--- config.mk ---
export PLATFORM = sky130hd
export DESIGN_NAME = i2c_master_transfer_sequencer
export DESIGN_NICKNAME = d
export VERILOG_FILES = /design/src/sv/i2cmts_pkg.sv /design/src/sv/i2c_master_transfer_sequencer.sv /design/src/sv/i2cmts_step.sv
export SDC_FILE = /design/constraint.sdc
export NUM_CORES = 1
export LEC_CHECK = 0
export BUFFER_PORTS_ARGS = -buffer_cell sky130_fd_sc_hd__buf_4
export CAP_MARGIN = 25
export CORE_UTILIZATION = 60
export CTS_CLUSTER_SIZE = 40
export DETAILED_ROUTE_END_ITERATION = 6
export PLACE_DENSITY = 0.84
export SKIP_LAST_GASP = 1
export SLEW_MARGIN = 30
export SYNTH_ARGS = -nofsm -noshare
export SYNTH_HDL_FRONTEND = slang
export SYNTH_SLANG_ARGS = --single-unit
--- constraint.sdc ---
create_clock -name aclk -period 8.3 [get_ports aclk]
set_input_delay 0 -clock aclk [delete_from_list [all_inputs] [get_ports aclk]]
set_output_delay 0 -clock aclk [all_outputs]
set_load 0.005 [all_outputs]
--- src/sv/i2cmts_pkg.sv ---
// Shared types and codes for the I2C master transfer sequencer.
// No dependencies; used by i2cmts_step and the top level.
`default_nettype none

package i2cmts_pkg;

    // Item kinds carried on s_tuser
    typedef enum logic [1:0] {
        OP_START_TX = 2'd0,
        OP_START_RX = 2'd1,
        OP_STATUS   = 2'd2,
        OP_ERROR    = 2'd3
    } op_t;

    // Transfer direction, one-hot
    typedef enum logic [2:0] {
        DIR_READY = 3'b001,
        DIR_TX    = 3'b010,
        DIR_RX    = 3'b100
    } dir_t;

    typedef struct packed {
        op_t        op;
        logic [6:0] dev_address;
        logic [7:0] byte_count;
        logic       flag_sb;
        logic       flag_addr;
        logic       flag_btf;
        logic       flag_txe;
        logic       flag_rxne;
        logic [7:0] data_in;
    } item_t;

    typedef struct packed {
        dir_t       direction;
        logic [6:0] target_address;
        logic [7:0] bytes_left;
        logic [7:0] rx_total;
        logic       event_irq_on;
        logic       buffer_irq_on;
        logic       ack_enable;
    } seq_state_t;

    typedef struct packed {
        logic       dr_write;
        logic [7:0] dr_value;
        logic       start_req;
        logic       stop_req;
        logic       ack_on;
        logic       tx_taken;
        logic       rx_valid;
        logic [7:0] rx_byte;
        logic [7:0] rx_index;
        logic       start_accepted;
        logic       busy_res;
        logic       done_res;
    } result_t;

endpackage

`default_nettype wire

--- src/sv/i2c_master_transfer_sequencer.sv ---
// Top level of the I2C master transfer sequencer: input register, sequencer
// state, result register. Uses i2cmts_pkg and i2cmts_step.
`default_nettype none

// Interrupt-style I2C master sequencer. Each input word is a start-transmit,
// start-receive, status-event or error item (kind on s_tuser); each produces
// exactly one result word on m_*. A start is taken only while idle; status
// flags are handled in the order SB, ADDR, BTF, TXE, RXNE, and an error item
// aborts the transfer without a STOP. Timing: a word is held in the input
// register and its result is written to the result register as it advances;
// throughput is one word per cycle unless m_tready stalls. The single
// sequencer state register is updated as the word moves into the result
// register, so consecutive words see each other's effect in order.
// s_tready stays high while the input register is empty or draining; a
// stalled m_tready backs up through one input word before s_tready drops.
module i2c_master_transfer_sequencer (
    input  wire        aclk,
    input  wire        aresetn,
    input  wire        s_tvalid,
    output logic       s_tready,
    // [6:0] dev_address, [14:7] byte_count, [15] flag_sb, [16] flag_addr,
    // [17] flag_btf, [18] flag_txe, [19] flag_rxne, [27:20] data_in, [31:28] zero
    input  wire [31:0] s_tdata,
    // [1:0] op
    input  wire [1:0]  s_tuser,
    output logic       m_tvalid,
    input  wire        m_tready,
    // [0] dr_write, [8:1] dr_value, [9] start_req, [10] stop_req, [11] ack_on,
    // [12] tx_taken, [13] rx_valid, [21:14] rx_byte, [29:22] rx_index,
    // [30] start_accepted, [31] busy_res, [32] done_res, [39:33] zero
    output logic [39:0] m_tdata
);

    i2cmts_pkg::item_t      in_reg;
    logic                   in_valid_reg;
    i2cmts_pkg::seq_state_t state_reg;
    i2cmts_pkg::seq_state_t state_next;
    i2cmts_pkg::result_t    res_next;
    i2cmts_pkg::result_t    res_reg;
    logic                   out_valid_reg;
    logic                   advance;
    logic                   s_take;

    // word moves from input register to result register
    assign advance  = in_valid_reg && (!out_valid_reg || m_tready);
    assign s_tready = !in_valid_reg || advance;
    assign s_take   = s_tvalid && s_tready;

    always_ff @(posedge aclk) begin
        if (!aresetn) begin
            in_valid_reg <= 1'b0;
        end else if (s_tready) begin
            in_valid_reg <= s_tvalid;
        end
    end

    always_ff @(posedge aclk) begin
        if (s_take) begin
            in_reg.op          <= i2cmts_pkg::op_t'(s_tuser);
            in_reg.dev_address <= s_tdata[6:0];
            in_reg.byte_count  <= s_tdata[14:7];
            in_reg.flag_sb     <= s_tdata[15];
            in_reg.flag_addr   <= s_tdata[16];
            in_reg.flag_btf    <= s_tdata[17];
            in_reg.flag_txe    <= s_tdata[18];
            in_reg.flag_rxne   <= s_tdata[19];
            in_reg.data_in     <= s_tdata[27:20];
        end
    end

    i2cmts_step u_step (
        .item (in_reg),
        .cur  (state_reg),
        .nxt  (state_next),
        .res  (res_next)
    );

    always_ff @(posedge aclk) begin
        if (!aresetn) begin
            state_reg.direction      <= i2cmts_pkg::DIR_READY;
            state_reg.target_address <= '0;
            state_reg.bytes_left     <= '0;
            state_reg.rx_total       <= '0;
            state_reg.event_irq_on   <= 1'b0;
            state_reg.buffer_irq_on  <= 1'b0;
            state_reg.ack_enable     <= 1'b0;
        end else if (advance) begin
            state_reg <= state_next;
        end
    end

    always_ff @(posedge aclk) begin
        if (!aresetn) begin
            out_valid_reg <= 1'b0;
        end else if (advance) begin
            out_valid_reg <= 1'b1;
        end else if (m_tready) begin
            out_valid_reg <= 1'b0;
        end
    end

    always_ff @(posedge aclk) begin
        if (advance) begin
            res_reg <= res_next;
        end
    end

    assign m_tvalid = out_valid_reg;
    assign m_tdata  = {7'd0,
                       res_reg.done_res,
                       res_reg.busy_res,
                       res_reg.start_accepted,
                       res_reg.rx_index,
                       res_reg.rx_byte,
                       res_reg.rx_valid,
                       res_reg.tx_taken,
                       res_reg.ack_on,
                       res_reg.stop_req,
                       res_reg.start_req,
                       res_reg.dr_value,
                       res_reg.dr_write};

endmodule

`default_nettype wire

--- src/sv/i2cmts_step.sv ---
// Next-state and result logic for one word of the transfer sequencer.
// Purely combinational; types from i2cmts_pkg.
`default_nettype none

module i2cmts_step (
    input  wire i2cmts_pkg::item_t      item,
    input  wire i2cmts_pkg::seq_state_t cur,
    output i2cmts_pkg::seq_state_t      nxt,
    output i2cmts_pkg::result_t         res
);

    logic idle;
    logic evt;
    logic buf_on;

    assign idle   = (cur.direction != i2cmts_pkg::DIR_TX) &&
                    (cur.direction != i2cmts_pkg::DIR_RX);
    assign evt    = cur.event_irq_on;
    assign buf_on = cur.buffer_irq_on;

    always_comb begin
        nxt = cur;
        res = '0;
        unique case (item.op)
            i2cmts_pkg::OP_START_TX, i2cmts_pkg::OP_START_RX: begin
                if (idle) begin
                    nxt.target_address = item.dev_address;
                    nxt.bytes_left     = item.byte_count;
                    if (item.op == i2cmts_pkg::OP_START_RX) begin
                        nxt.rx_total   = item.byte_count;
                        nxt.direction  = i2cmts_pkg::DIR_RX;
                        nxt.ack_enable = 1'b1;
                    end else begin
                        nxt.direction  = i2cmts_pkg::DIR_TX;
                    end
                    nxt.event_irq_on   = 1'b1;
                    nxt.buffer_irq_on  = 1'b1;
                    res.start_req      = 1'b1;
                    res.start_accepted = 1'b1;
                end
            end
            i2cmts_pkg::OP_STATUS: begin
                // SB: address plus R/W bit
                if (evt && item.flag_sb) begin
                    res.dr_write = 1'b1;
                    res.dr_value = {cur.target_address,
                                    cur.direction == i2cmts_pkg::DIR_RX};
                end
                // ADDR: single-byte read needs NACK up front
                if (evt && item.flag_addr && nxt.direction == i2cmts_pkg::DIR_RX &&
                    nxt.bytes_left == 8'd1) begin
                    nxt.ack_enable = 1'b0;
                end
                // BTF with empty TX register and nothing left closes a write
                if (evt && item.flag_btf && nxt.direction == i2cmts_pkg::DIR_TX &&
                    item.flag_txe && nxt.bytes_left == 8'd0) begin
                    res.stop_req      = 1'b1;
                    res.done_res      = 1'b1;
                    nxt.event_irq_on  = 1'b0;
                    nxt.buffer_irq_on = 1'b0;
                    nxt.direction     = i2cmts_pkg::DIR_READY;
                    nxt.ack_enable    = 1'b1;
                end
                // TXE: next data byte, address write wins
                if (evt && buf_on && item.flag_txe &&
                    nxt.direction == i2cmts_pkg::DIR_TX && !res.dr_write &&
                    nxt.bytes_left != 8'd0) begin
                    res.dr_write   = 1'b1;
                    res.dr_value   = item.data_in;
                    res.tx_taken   = 1'b1;
                    nxt.bytes_left = nxt.bytes_left - 8'd1;
                end
                // RXNE: deliver byte, NACK at two left, STOP on last
                if (evt && buf_on && item.flag_rxne &&
                    nxt.direction == i2cmts_pkg::DIR_RX) begin
                    if (cur.rx_total == 8'd1) begin
                        res.stop_req      = 1'b1;
                        res.rx_valid      = 1'b1;
                        res.rx_byte       = item.data_in;
                        res.done_res      = 1'b1;
                        nxt.bytes_left    = 8'd0;
                        nxt.event_irq_on  = 1'b0;
                        nxt.buffer_irq_on = 1'b0;
                        nxt.direction     = i2cmts_pkg::DIR_READY;
                        nxt.ack_enable    = 1'b1;
                    end else if (cur.rx_total > 8'd1 && nxt.bytes_left != 8'd0) begin
                        if (nxt.bytes_left == 8'd2) begin
                            nxt.ack_enable = 1'b0;
                        end
                        res.rx_valid   = 1'b1;
                        res.rx_byte    = item.data_in;
                        res.rx_index   = cur.rx_total - nxt.bytes_left;
                        nxt.bytes_left = nxt.bytes_left - 8'd1;
                        if (nxt.bytes_left == 8'd0) begin
                            res.stop_req      = 1'b1;
                            res.done_res      = 1'b1;
                            nxt.event_irq_on  = 1'b0;
                            nxt.buffer_irq_on = 1'b0;
                            nxt.direction     = i2cmts_pkg::DIR_READY;
                            nxt.ack_enable    = 1'b1;
                        end
                    end
                end
            end
            i2cmts_pkg::OP_ERROR: begin
                // abort: no STOP, ACK back on
                if (evt) begin
                    res.done_res      = 1'b1;
                    nxt.event_irq_on  = 1'b0;
                    nxt.buffer_irq_on = 1'b0;
                    nxt.direction     = i2cmts_pkg::DIR_READY;
                    nxt.ack_enable    = 1'b1;
                end
            end
            default: begin
                nxt = cur;
            end
        endcase
        res.ack_on   = nxt.ack_enable;
        res.busy_res = (nxt.direction == i2cmts_pkg::DIR_TX) ||
                       (nxt.direction == i2cmts_pkg::DIR_RX);
    end

endmodule

`default_nettype wire
=== Word level (Yosys, flattened, before mapping) ===
Index checks and enable logic that the tools add are counted.

* Add/subtract/negate cells: 3
* $lt $le $gt $ge: 1
* Equal/unequal tests: 16
* Muxes and demuxes: 43
* Bitwise gates (word level): 3
* Reduce and logical (&&, ||, !) cells: 40

{| class="wikitable"
|+ Operators by type and width
! operator !! count
|-
| $mux 8 || 6
|-
| $mux 3 || 13
|-
| $mux 9 || 4
|-
| $mux 29 || 1
|-
| $logic_and 1x1->1 || 19
|-
| $pmux 3 s3 || 2
|-
| $mux 17 || 1
|-
| $eq 8x1->1 const B || 2
|-
| $logic_not 8->1 || 2
|-
| $pmux 8 s2 || 1
|-
| $reduce_bool 8->1 || 2
|-
| $sub 8x1->8 const B || 2
|-
| $mux 1 || 13
|-
| $eq 3x2->1 const B || 3
|-
| $eq 3x3->1 const B || 3
|-
| $reduce_and 3->1 || 3
|-
| $eq 8x2->1 const B || 1
|-
| $gt 8x1->1 const B || 1
|-
| $sub 8x8->8 || 1
|-
| $eq 2x2->1 const B || 2
|-
| $reduce_and 2->1 || 2
|-
| $reduce_and 4->1 || 1
|-
| $reduce_bool 2->1 || 2
|-
| $reduce_or 4->1 || 1
|-
| 12 further kinds || 18
|}

* Flip-flop bits (word level): 93
* Bits of input ports: 38
* Output and inout port bits: 42
* Logic and storage cells: 135

=== Depth between registers and ports, before layout ===
Gate-level depths: netlist (run 1).

* Depth after elaboration: 21
* Mapped depth: 15
* Depth with buffers taken out: 15

=== Modules after synthesis ===
A second synthesis (run 1) with hierarchy kept.

* Cells, all modules: 497
* Area total of the unflattened synthesis: 5262.5 µm²

{| class="wikitable"
|+ Modules (own cells, without submodules)
! module !! times used !! cells each !! area an instance (µm²) !! sequential area each (µm²)
|-
| i2c_master_transfer_sequencer || 1 || 207 || 3198.1 || 2512.4
|-
| i2cmts_step || 1 || 290 || 2064.5 || 0.0
|}

=== Worst setup path before layout (run 1) ===
OpenSTA, ideal clock, no wires.

* Kind: reg2reg
* From: register state_reg[11] in the netlist's numbering
* To: register res_reg (netlist bit m_tdata[29]) (data pin)
* Setup time: 0.263 ns
* Arrival: 3.108 ns
* Data required time: 8.037 ns
* Slack: 4.929 ns
* Stages on the path, launching flop included: 14
* Path buffers: 0
* Period minus slack after synthesis: 3.371 ns
* Path through: dfxtp_1 > inv_1 > ha_1 > nor3b_2 > a211o_1 > a21oi_1 > ha_1 > a21o_1 > maj3_1 > a21oi_1 > a21oi_1 > a221oi_1 > xnor2_1 > nor2_1

* Longest elaborated chain between the ends: 14
* Elaborated cells between the ends (all ways): 20
* Classes of those cells: add/sub: 2; eq/ne: 2; mux: 4; bitwise: 2; reduce/logical: 10

{| class="wikitable"
|+ Ends and longest elaborated chain
! item !! RTL line !! RTL
|-
| start: declaration || i2c_master_transfer_sequencer.sv:36 || <nowiki>i2cmts_pkg::seq_state_t state_reg;</nowiki>
|-
| start signal: assignment || i2c_master_transfer_sequencer.sv:88 || <nowiki>state_reg <= state_next;</nowiki>
|-
| parallel branches: the longest is 14 deep, another holds $sub 8x8->8 || n/a ||
|-
| end signal: assignment || i2c_master_transfer_sequencer.sv:104 || <nowiki>res_reg <= res_next;</nowiki>
|-
| end: declaration || i2c_master_transfer_sequencer.sv:39 || <nowiki>i2cmts_pkg::result_t res_reg;</nowiki>
|}

Several ways; the timed one is not identified. The select of a mux whose other input is x is not followed.
A chain may end at the register's enable or synchronous reset.

=== Final worst setup path (run 1) ===
Ends and elaborated chain as after synthesis.

==> results.toml, run 1 <==
[grt]
grt_pass1_vias = 3309
met2_usage_pct = 48.7
grt_max_degree = 33
grt_use_total_pct = 28.9
use_met3_pct = 6.81
grt_antenna_before_repair = 0
grt_pass1_wl_mm = 16.5
gr-total-overflow = 0
busiest_layer = "met2"
use_met1_pct = 36.0

[yosys]
yosysWarnings = 0
synth_flop_cell = "edfxtp_1"
seq_area_frac_synth_pct = 54.9
avgSynthCellArea_um2 = 10.9
synth_edf_count = 62
ys_types = 67
syn_area_um2 = 4520
async_flop_share_pct = 0
syn_inst = 413
ys_seq_elements = 93

[clocking]
numCtsBuffers = 9
cts.reportedPaths.clkPinSlew_ps = 90
clk_latency_ps = 380
cts_max_level = 3
cts_root_buffer = "clkbuf_8"
post_cts_resized = 0
cts.path.max_buffers = 2
cts_tree = "built"
clock-sinks = 93

[die]
die-area_um2 = 7890
die_w_um = 88.8
ios = 80
initial_core_util_pct = 62.3
coreArea_um2 = 7250
dieHeight_um = 88.8
num_rows = 31

[drt]
drt_iter0_drc = 308
drt-total-wl_mm = 10.7
post_drt_via_cell_ratio = 5.93
route.detailed.drc = 0
ant_nets = 0
routedWlPerCell_um = 17.3
first_pass_iters = 5
num_vias = 3671

[layout]
regArea_um2 = 2480
mostFrequentLayoutCells = "73 x buf_4, 62 x edfxtp_1, 40 x nand2_1"
fill_cells = 476
drive_gt1_share_pct = 20.4
multiInputGateArea_um2 = 1900
antenna_cells = 0
area_growth_pct = 25.8
largest_reg_flops = 32
nNetsFinal = 565
final_common_cell = "buf_4"

[placed_design]
port_buffers = 68
hpwl_mm = 7.04
finalWeightedCongestion = 0.989

[run_status]
status = "complete, no violations"

[critical_path]
path_class = "register to register"
path_max_fanout = 6
cp.required_ps = 8420
cp-end-kind = "register"
arrival_ps = 3990
critPathLaunchType = "register"

[sta]
final-setup-viol-count = 0
fmax_ghz = 0.258
rsz0062_at_grt = "no"
final_hold_viol_count = 0
fin_crit_sh_pct = 46.6
slew_violations = 0
timing.slew.headroom_pct = 38.5
setup_tns_ps = 0
tightestPinTransition_ps = 897
fin_crit_ps = 3870
finClkSkew_ps = 18.4

[pwr]
p_leak_nw = 2.18
p_total_w = 0.00103
p_per_area_nw_per_um2 = 182
ir_drop_v = 0.000140

[min_path]
min_path_type = "primary input to register"

[run]
drv_cap = 0
path summary, 6_finish.rpt:
kind / startpoint / to / cells past startpoint / slack, ps
setup / recovery: state_reg[11] / m_tdata[29] / 14 / 4430
hold / removal: s_tdata[10] / in_reg[16] / 2 / 340
hold reg to reg: state_reg[24] / state_reg[24] / 2 / 470
setup reg to reg: state_reg[11] / m_tdata[29] / 14 / 4430
report_power, final:
group | switching [W] | leakage (nW) | internal (W)
registers | 0.0000174 | 0.852 | 0.000516
logic | 0.0000743 | 1.21 | 0.0000683
clock network | 0.000181 | 0.119 | 0.000177
metrics by stage:
| step | std cells | setup slack, ps | util [%] | cell area, um2 | hold WS (ps) |
|---|---|---|---|---|---|
| floorplan | 419 | 4930 | - | 4540 | 98.9 |
| detailed placement | 569 | 4500 | 70.3 | 5100 | 179 |
| global route | 619 | 4160 | 78.4 | 5690 | 336 |
| global placement | 569 | 4580 | 70.3 | 5100 | 178 |
| CTS | 619 | 4470 | 78.3 | 5680 | 331 |
| finish | 619 | 4430 | 78.4 | 5690 | 340 |
cells by family (layout without fill, tap and decap cells):
logic type      count (synthesis)  after routing  share of synthesized area (%)
xor+xnor                       17             17                           3.29
mux                             5              5                           1.41
flops                          93             93                           54.9
compound gates                100            100                           14.9
fa+ha+maj                      15             15                           4.15
buf+inv                        37            138                           3.76
other cells                     1              7                         0.0829
simple gates                  145            145                           17.5
cells in the mapped netlist, types with 8 or more instances:
| master | count | area share (%) |
|---|---|---|
| edfxtp_1 | 62 | 41 |
| ha_1 | 11 | 3.0 |
| a21oi_1 | 39 | 4.3 |
| nand2_1 | 40 | 3.3 |
| nor2_1 | 28 | 2.3 |
| a22o_1 | 9 | 1.7 |
| inv_1 | 15 | 1.2 |
| buf_4 | 8 | 1.3 |
| clkbuf_1 | 12 | 1.0 |
| o21ai_0 | 12 | 1.3 |
| and2_1 | 13 | 1.8 |
| nand3_1 | 18 | 2.0 |
| dfxtp_1 | 31 | 14 |
| xnor2_1 | 11 | 2.1 |
repair_timing:
action,in CTS,in global routing
hold buffers,34,0
buffers inserted,0,0
hold endpoints to repair,42,0
layout make-up:
class	instances	area share (%)
timing repair buffer	107	15.6
clock inverter	7	2.00
inverter	15	0.990
sequential	93	43.7
tap	99	2.18
clock buffer	9	2.18
multi-input combinational	289	33.4
worst max-delay path: stages, from the launching register on:
cell and delay [ps]:
dfxtp_1 380, inv_1 100, ha_1 170, nor3b_2 380, a211o_1 260, nor2_1 50, a21oi_1 420, ha_1 340
a21o_1 160, maj3_1 380, a21oi_1 260, a21oi_1 110, a221oi_1 380, xnor2_1 170, nor2_1 60
per-layer routing:
layer | up-vias | wire length [um]
met5 | - | 0
met4 | 0 | 247
met3 | 27 | 798
met2 | 171 | 5280
met1 | 1760 | 4390
li1 | 1713 | -
No activity file was read; power rests on OpenSTA's default activity.
==> run 2, diff against run 1 <==
- CORE_UTILIZATION: 60 -> 50
- PLACE_DENSITY: 0.84 -> 0.74
- clock period: 8.3 -> 3.45 ns (I/O delays scaled with it)
==> run 2 against run 1 <==
Clock skew up 0.98 ps. First-iteration DRC count decreased by 23%. Final area is 2.9% higher. Global-route usage decreased by 5.4 points. Register-to-register slack worse by 4400 ps. Via count shrank 0.22%. Final cell count is 4.5% higher. Total power up 130%. Critical path type unchanged. Largest cell class unchanged. Largest power group unchanged.
==> results.toml, run 2 (synthesis gave the netlist of run 1 again) <==
[pwr]
ir_drop_v = 0.000229
p_per_area_nw_per_um2 = 407
p_leak_nw = 2.26
p_total_w = 0.00238

[layout]
mostFrequentLayoutCells = "92 x buf_4, 62 x edfxtp_1, 40 x nand2_1"
antenna_cells = 0
largest_reg_flops = 32
nNetsFinal = 584
area_growth_pct = 29.5
fill_cells = 631
final_common_cell = "buf_4"
final_core_util_pct = 67.1
drive_gt1_share_pct = 24.7

[grt]
grt_use_total_pct = 23.6
grt_pass1_vias = 3608
grt_pass1_wl_mm = 17.5
grt_antenna_before_repair = 0
grt_max_degree = 38
gr-total-overflow = 0

[clocking]
cts.path.max_buffers = 2
cts_root_buffer = "clkbuf_8"
cts.reportedPaths.clkPinSlew_ps = 100
cts_tree = "built"
numCtsBuffers = 9
cts_max_level = 3
clk_latency_ps = 370
clock-sinks = 93

[sta]
finClkSkew_ps = 19.3
slew_violations = 0
final-setup-viol-count = 0
tightestPinTransition_ps = 897
fmax_ghz = 0.295
fin_crit_ps = 3390
timing.slew.headroom_pct = 38.5
final_hold_viol_count = 0
hold_slack_ps = 336
fin_crit_sh_pct = 98.3

[critical_path]
critPathLaunchType = "register"
path_class = "register to register"
arrival_ps = 3500
r2r_slack_ps = 60
reg2reg_to = "m_tdata[31]"
r2r_start = "state_reg[11]"
path_max_fanout = 7
cp.required_ps = 3550
reg2reg_depth = 12
cp-end-kind = "register"
startpoint = "state_reg[11]"
cp-endpoint = "m_tdata[31]"

[placed_design]
finalWeightedCongestion = 0.971
hpwl_mm = 7.60
port_buffers = 68

[drt]
drt-total-wl_mm = 11.0
ant_nets = 0
drt_iter0_drc = 238
route.detailed.drc = 0
first_pass_iters = 5
post_drt_via_cell_ratio = 5.66
routedWlPerCell_um = 17.0
num_vias = 3663

[die]
coreArea_um2 = 8720
ios = 80
initial_core_util_pct = 51.9
num_rows = 34
dieHeight_um = 97.1
die-area_um2 = 9430
die_w_um = 97.1

[run]
drv_cap = 0

[min_path]
min_path_type = "primary input to register"

[run_status]
status = "complete, no violations"
-- run 2: cell count changes in the layout (fill, tap and decap cells not counted), moves of 2 or more --
cell | before | now
a21oi_1 | 39 | 37
a21oi_2 | 0 | 2
buf_4 | 73 | 92
bufinv_16 | 2 | 0
inv_6 | 2 | 0
-- run 2: metal layers --
| metal | global-route usage (%) | share of wire (%) | vias up | wire length, um |
|---|---|---|---|---|
| li1 | - | - | 1751 | - |
| met1 | 30.3 | 42 | 1730 | 4630 |
| met2 | 38.4 | 49 | 156 | 5410 |
| met3 | 5.54 | 6.6 | 26 | 722 |
| met4 | 9.64 | 2.0 | 0 | 221 |
| met5 | 0 | 0 | - | 0 |
-- run 2: how the worst min path moves through the flow --
stage / start / endpoint / slack [ps] / cells past startpoint
CTS: s_tdata[6] / in_reg[27] / 320 / 2
finish: s_tdata[6] / in_reg[27] / 340 / 2
global route: s_tuser[1] / in_reg[29] / 310 / 2
detailed placement: s_tdata[27] / in_reg[7] / 180 / 1
global placement: s_tdata[16] / in_reg[11] / 180 / 1
floorplan: s_tdata[20] / in_reg[0] / 100 / 0
-- run 2: area by class of cell --
cell class	instances	area [um2]	area share, %
clock inverter	7	80.1	1.37
multi-input combinational	289	1940	33.2
tap	108	135	2.31
sequential	93	2480	42.4
clock buffer	9	124	2.12
timing repair buffer	126	1030	17.6
inverter	15	56.3	0.962
-- run 2: metrics by stage --
step	cell area [um2]	instances	worst slack, ps	setup TNS (ps)
CTS	5790	645	77.8	0
floorplan	4540	419	78.9	0
finish	5850	647	58.5	0
global placement	5240	595	185	0
detailed placement	5240	595	94.0	0
global route	5850	647	-12.7	-23.6
-- run 2: what timing repair did --
item,4_1_cts,5_1_grt
hold endpoints to repair,42,0
setup buffers,0,2
setup endpoints to repair,0,13
hold buffers,34,0
resized for setup,0,12
-- run 2: worst max-delay path, cell delays in order (launching register included) --
cell and delay [ps]:
dfxtp_1 350, inv_1 60, ha_1 220, nor3b_4 180, a211oi_4 290, buf_4 170, mux2i_1 600, xnor2_1 150
o31a_1 290, a311oi_4 360, o21a_2 250, and2_1 130, o21ai_0 80
-- run 2: where the power goes --
group | internal [W] | switching, W | leakage, nW
sequential | 0.00124 | 0.0000379 | 0.853
clock | 0.000286 | 0.000442 | 0.0990
combinational | 0.000187 | 0.000190 | 1.31
==> run 3, diff against run 2 <==
- CORE_UTILIZATION: 50 -> 60
- PLACE_DENSITY: 0.74 -> 0.84
- clock period: 3.45 -> 4 ns (I/O delays scaled with it)
==> run 3 against run 2 <==
Clock skew shrank 4.0 ps. Via count is essentially flat. Count of clock-buffer cells in the layout grew 2. Total power shrank 15%. Critical path depth grew 2. Global-route usage grew 5.8 points. Die area shrank 16%. Flip-flop and latch count is the same. Core utilization grew 11 points. Final area shrank 3.3%. Fmax shrank 7.5%. Clock power shrank 14%. Largest cell class unchanged. Largest power group unchanged. Highest routed layer unchanged.
==> results.toml, run 3 (synthesis gave the netlist of run 1 again) <==
[critical_path]
reg2reg_to = "m_tdata[29]"
path_class = "register to register"
slowest_stage = "nor3b_2"
path_max_fanout = 6
cpPeakStageDelay_ps = 410
r2r_start = "state_reg[11]"
reg2reg_depth = 14
cp.required_ps = 4120
cp-endpoint = "m_tdata[29]"
arrival_ps = 3780
crit_buf_inv = 1
crit_family = "compound AO/OA/AOI/OAI gates"
critPathLaunchType = "register"
r2r_slack_ps = 330
crit_top_cell = "a21oi_1"
cp-end-kind = "register"
crit_chain = "inv_1, ha_1, nor3b_2, a211o_1, nor2_1, a21oi_1, ha_1, a21o_1, maj3_1, a21oi_1, a21oi_1, a221oi_1, xnor2_1, nor2_1"
startpoint = "state_reg[11]"
cp.depth = 14

[grt]
gr-total-overflow = 0
grt_antenna_before_repair = 0
grt_pass1_vias = 3362
grt_pass1_wl_mm = 16.9
grt_max_degree = 33
grt_use_total_pct = 29.4

[die]
num_rows = 31
ios = 80
die_w_um = 88.8
die-area_um2 = 7890
dieHeight_um = 88.8
coreArea_um2 = 7250
initial_core_util_pct = 62.3

[clocking]
numCtsBuffers = 9
cts.reportedPaths.clkPinSlew_ps = 80
clock-sinks = 93
cts.path.max_buffers = 2
clk_latency_ps = 370
cts_root_buffer = "clkbuf_8"
cts_max_level = 3
cts_tree = "built"

[pwr]
p_total_w = 0.00203
ir_drop_v = 0.000356
p_per_area_nw_per_um2 = 359
p_leak_nw = 2.17

[sta]
slew_violations = 0
final-setup-viol-count = 0
timing.slew.headroom_pct = 37.8
setup_tns_ps = 0
fin_crit_ps = 3670
rsz0062_at_grt = "no"
tightestPinTransition_ps = 923
fmax_ghz = 0.273
finClkSkew_ps = 15.4
final_hold_viol_count = 0
fin_crit_sh_pct = 91.6

[layout]
antenna_cells = 0
drive_gt1_share_pct = 20.5
final_common_cell = "buf_4"
mostFrequentLayoutCells = "77 x buf_4, 62 x edfxtp_1, 40 x nand2_1"
stdcell_count = 622
largest_reg_flops = 32
nNetsFinal = 568
area_growth_pct = 25.2

[drt]
first_pass_iters = 5
post_drt_via_cell_ratio = 5.89
route.detailed.drc = 0
drt-total-wl_mm = 10.7
routedWlPerCell_um = 17.2
drt_iter0_drc = 294
num_vias = 3666
ant_nets = 0

[placed_design]
finalWeightedCongestion = 0.964
hpwl_mm = 7.22
dp.cells = 573
port_buffers = 68

[run_status]
status = "complete, no violations"

[run]
drv_cap = 0

[min_path]
min_path_type = "primary input to register"
==> run 3: layout make-up <==
| type | instances | area, um2 |
|---|---|---|
| clock buffers | 11 | 131 |
| fillers | 467 | 1590 |
| clock inverters | 5 | 61.3 |
| repair buffers | 110 | 908 |
| well taps | 99 | 124 |
| inverters | 15 | 56.3 |
| multi-input cells | 289 | 1900 |
| flip-flops and latches | 93 | 2480 |
==> run 3: timing repair <==
action | CTS | global route
buffers inserted | 0 | 0
hold buffers | 33 | 0
resized for setup | 0 | 1
endpoints found under the setup margin | 0 | 1
hold endpoints to repair | 40 | 0
==> run 3: worst min path at each step <==
stage	startpoint	end	cells past startpoint
2_1_floorplan	s_tdata[20]	in_reg[0]	0
3_3_place_gp	s_tdata[7]	in_reg[13]	1
3_5_place_dp	s_tdata[7]	in_reg[13]	1
4_1_cts	s_tdata[6]	in_reg[27]	2
5_1_grt	s_tdata[6]	in_reg[27]	2
6_report	s_tdata[17]	in_reg[10]	2
==> run 3: routing by layer <==
layer / routed length, um / vias to the layer above / GRT usage (%)
met5: 0 / - / 0
met4: 237 / 0 / 12.5
met3: 869 / 22 / 4.48
met2: 5150 / 207 / 48.5
met1: 4440 / 1719 / 38.8
li1: - / 1718 / -
==> run 3: power by group <==
| part | switching [W] | internal, W | total (W) |
|---|---|---|---|
| registers | 0.0000365 | 0.00107 | 0.00111 |
| logic | 0.000156 | 0.000144 | 0.000300 |
| clock network | 0.000332 | 0.000293 | 0.000625 |
| total | 0.000524 | 0.00151 | 0.00203 |
==> run 3: metrics by stage <==
step           utilization, %  setup slack (ps)  hold WS, ps  cell area (um2)
6_report                 78.1               335          353             5660
5_1_grt                  78.1              60.7          358             5660
4_1_cts                  78.0               346          346             5660
3_5_place_dp             70.8               345          179             5130
3_3_place_gp             70.8               473          178             5130
2_1_floorplan               -               629         98.9             4540
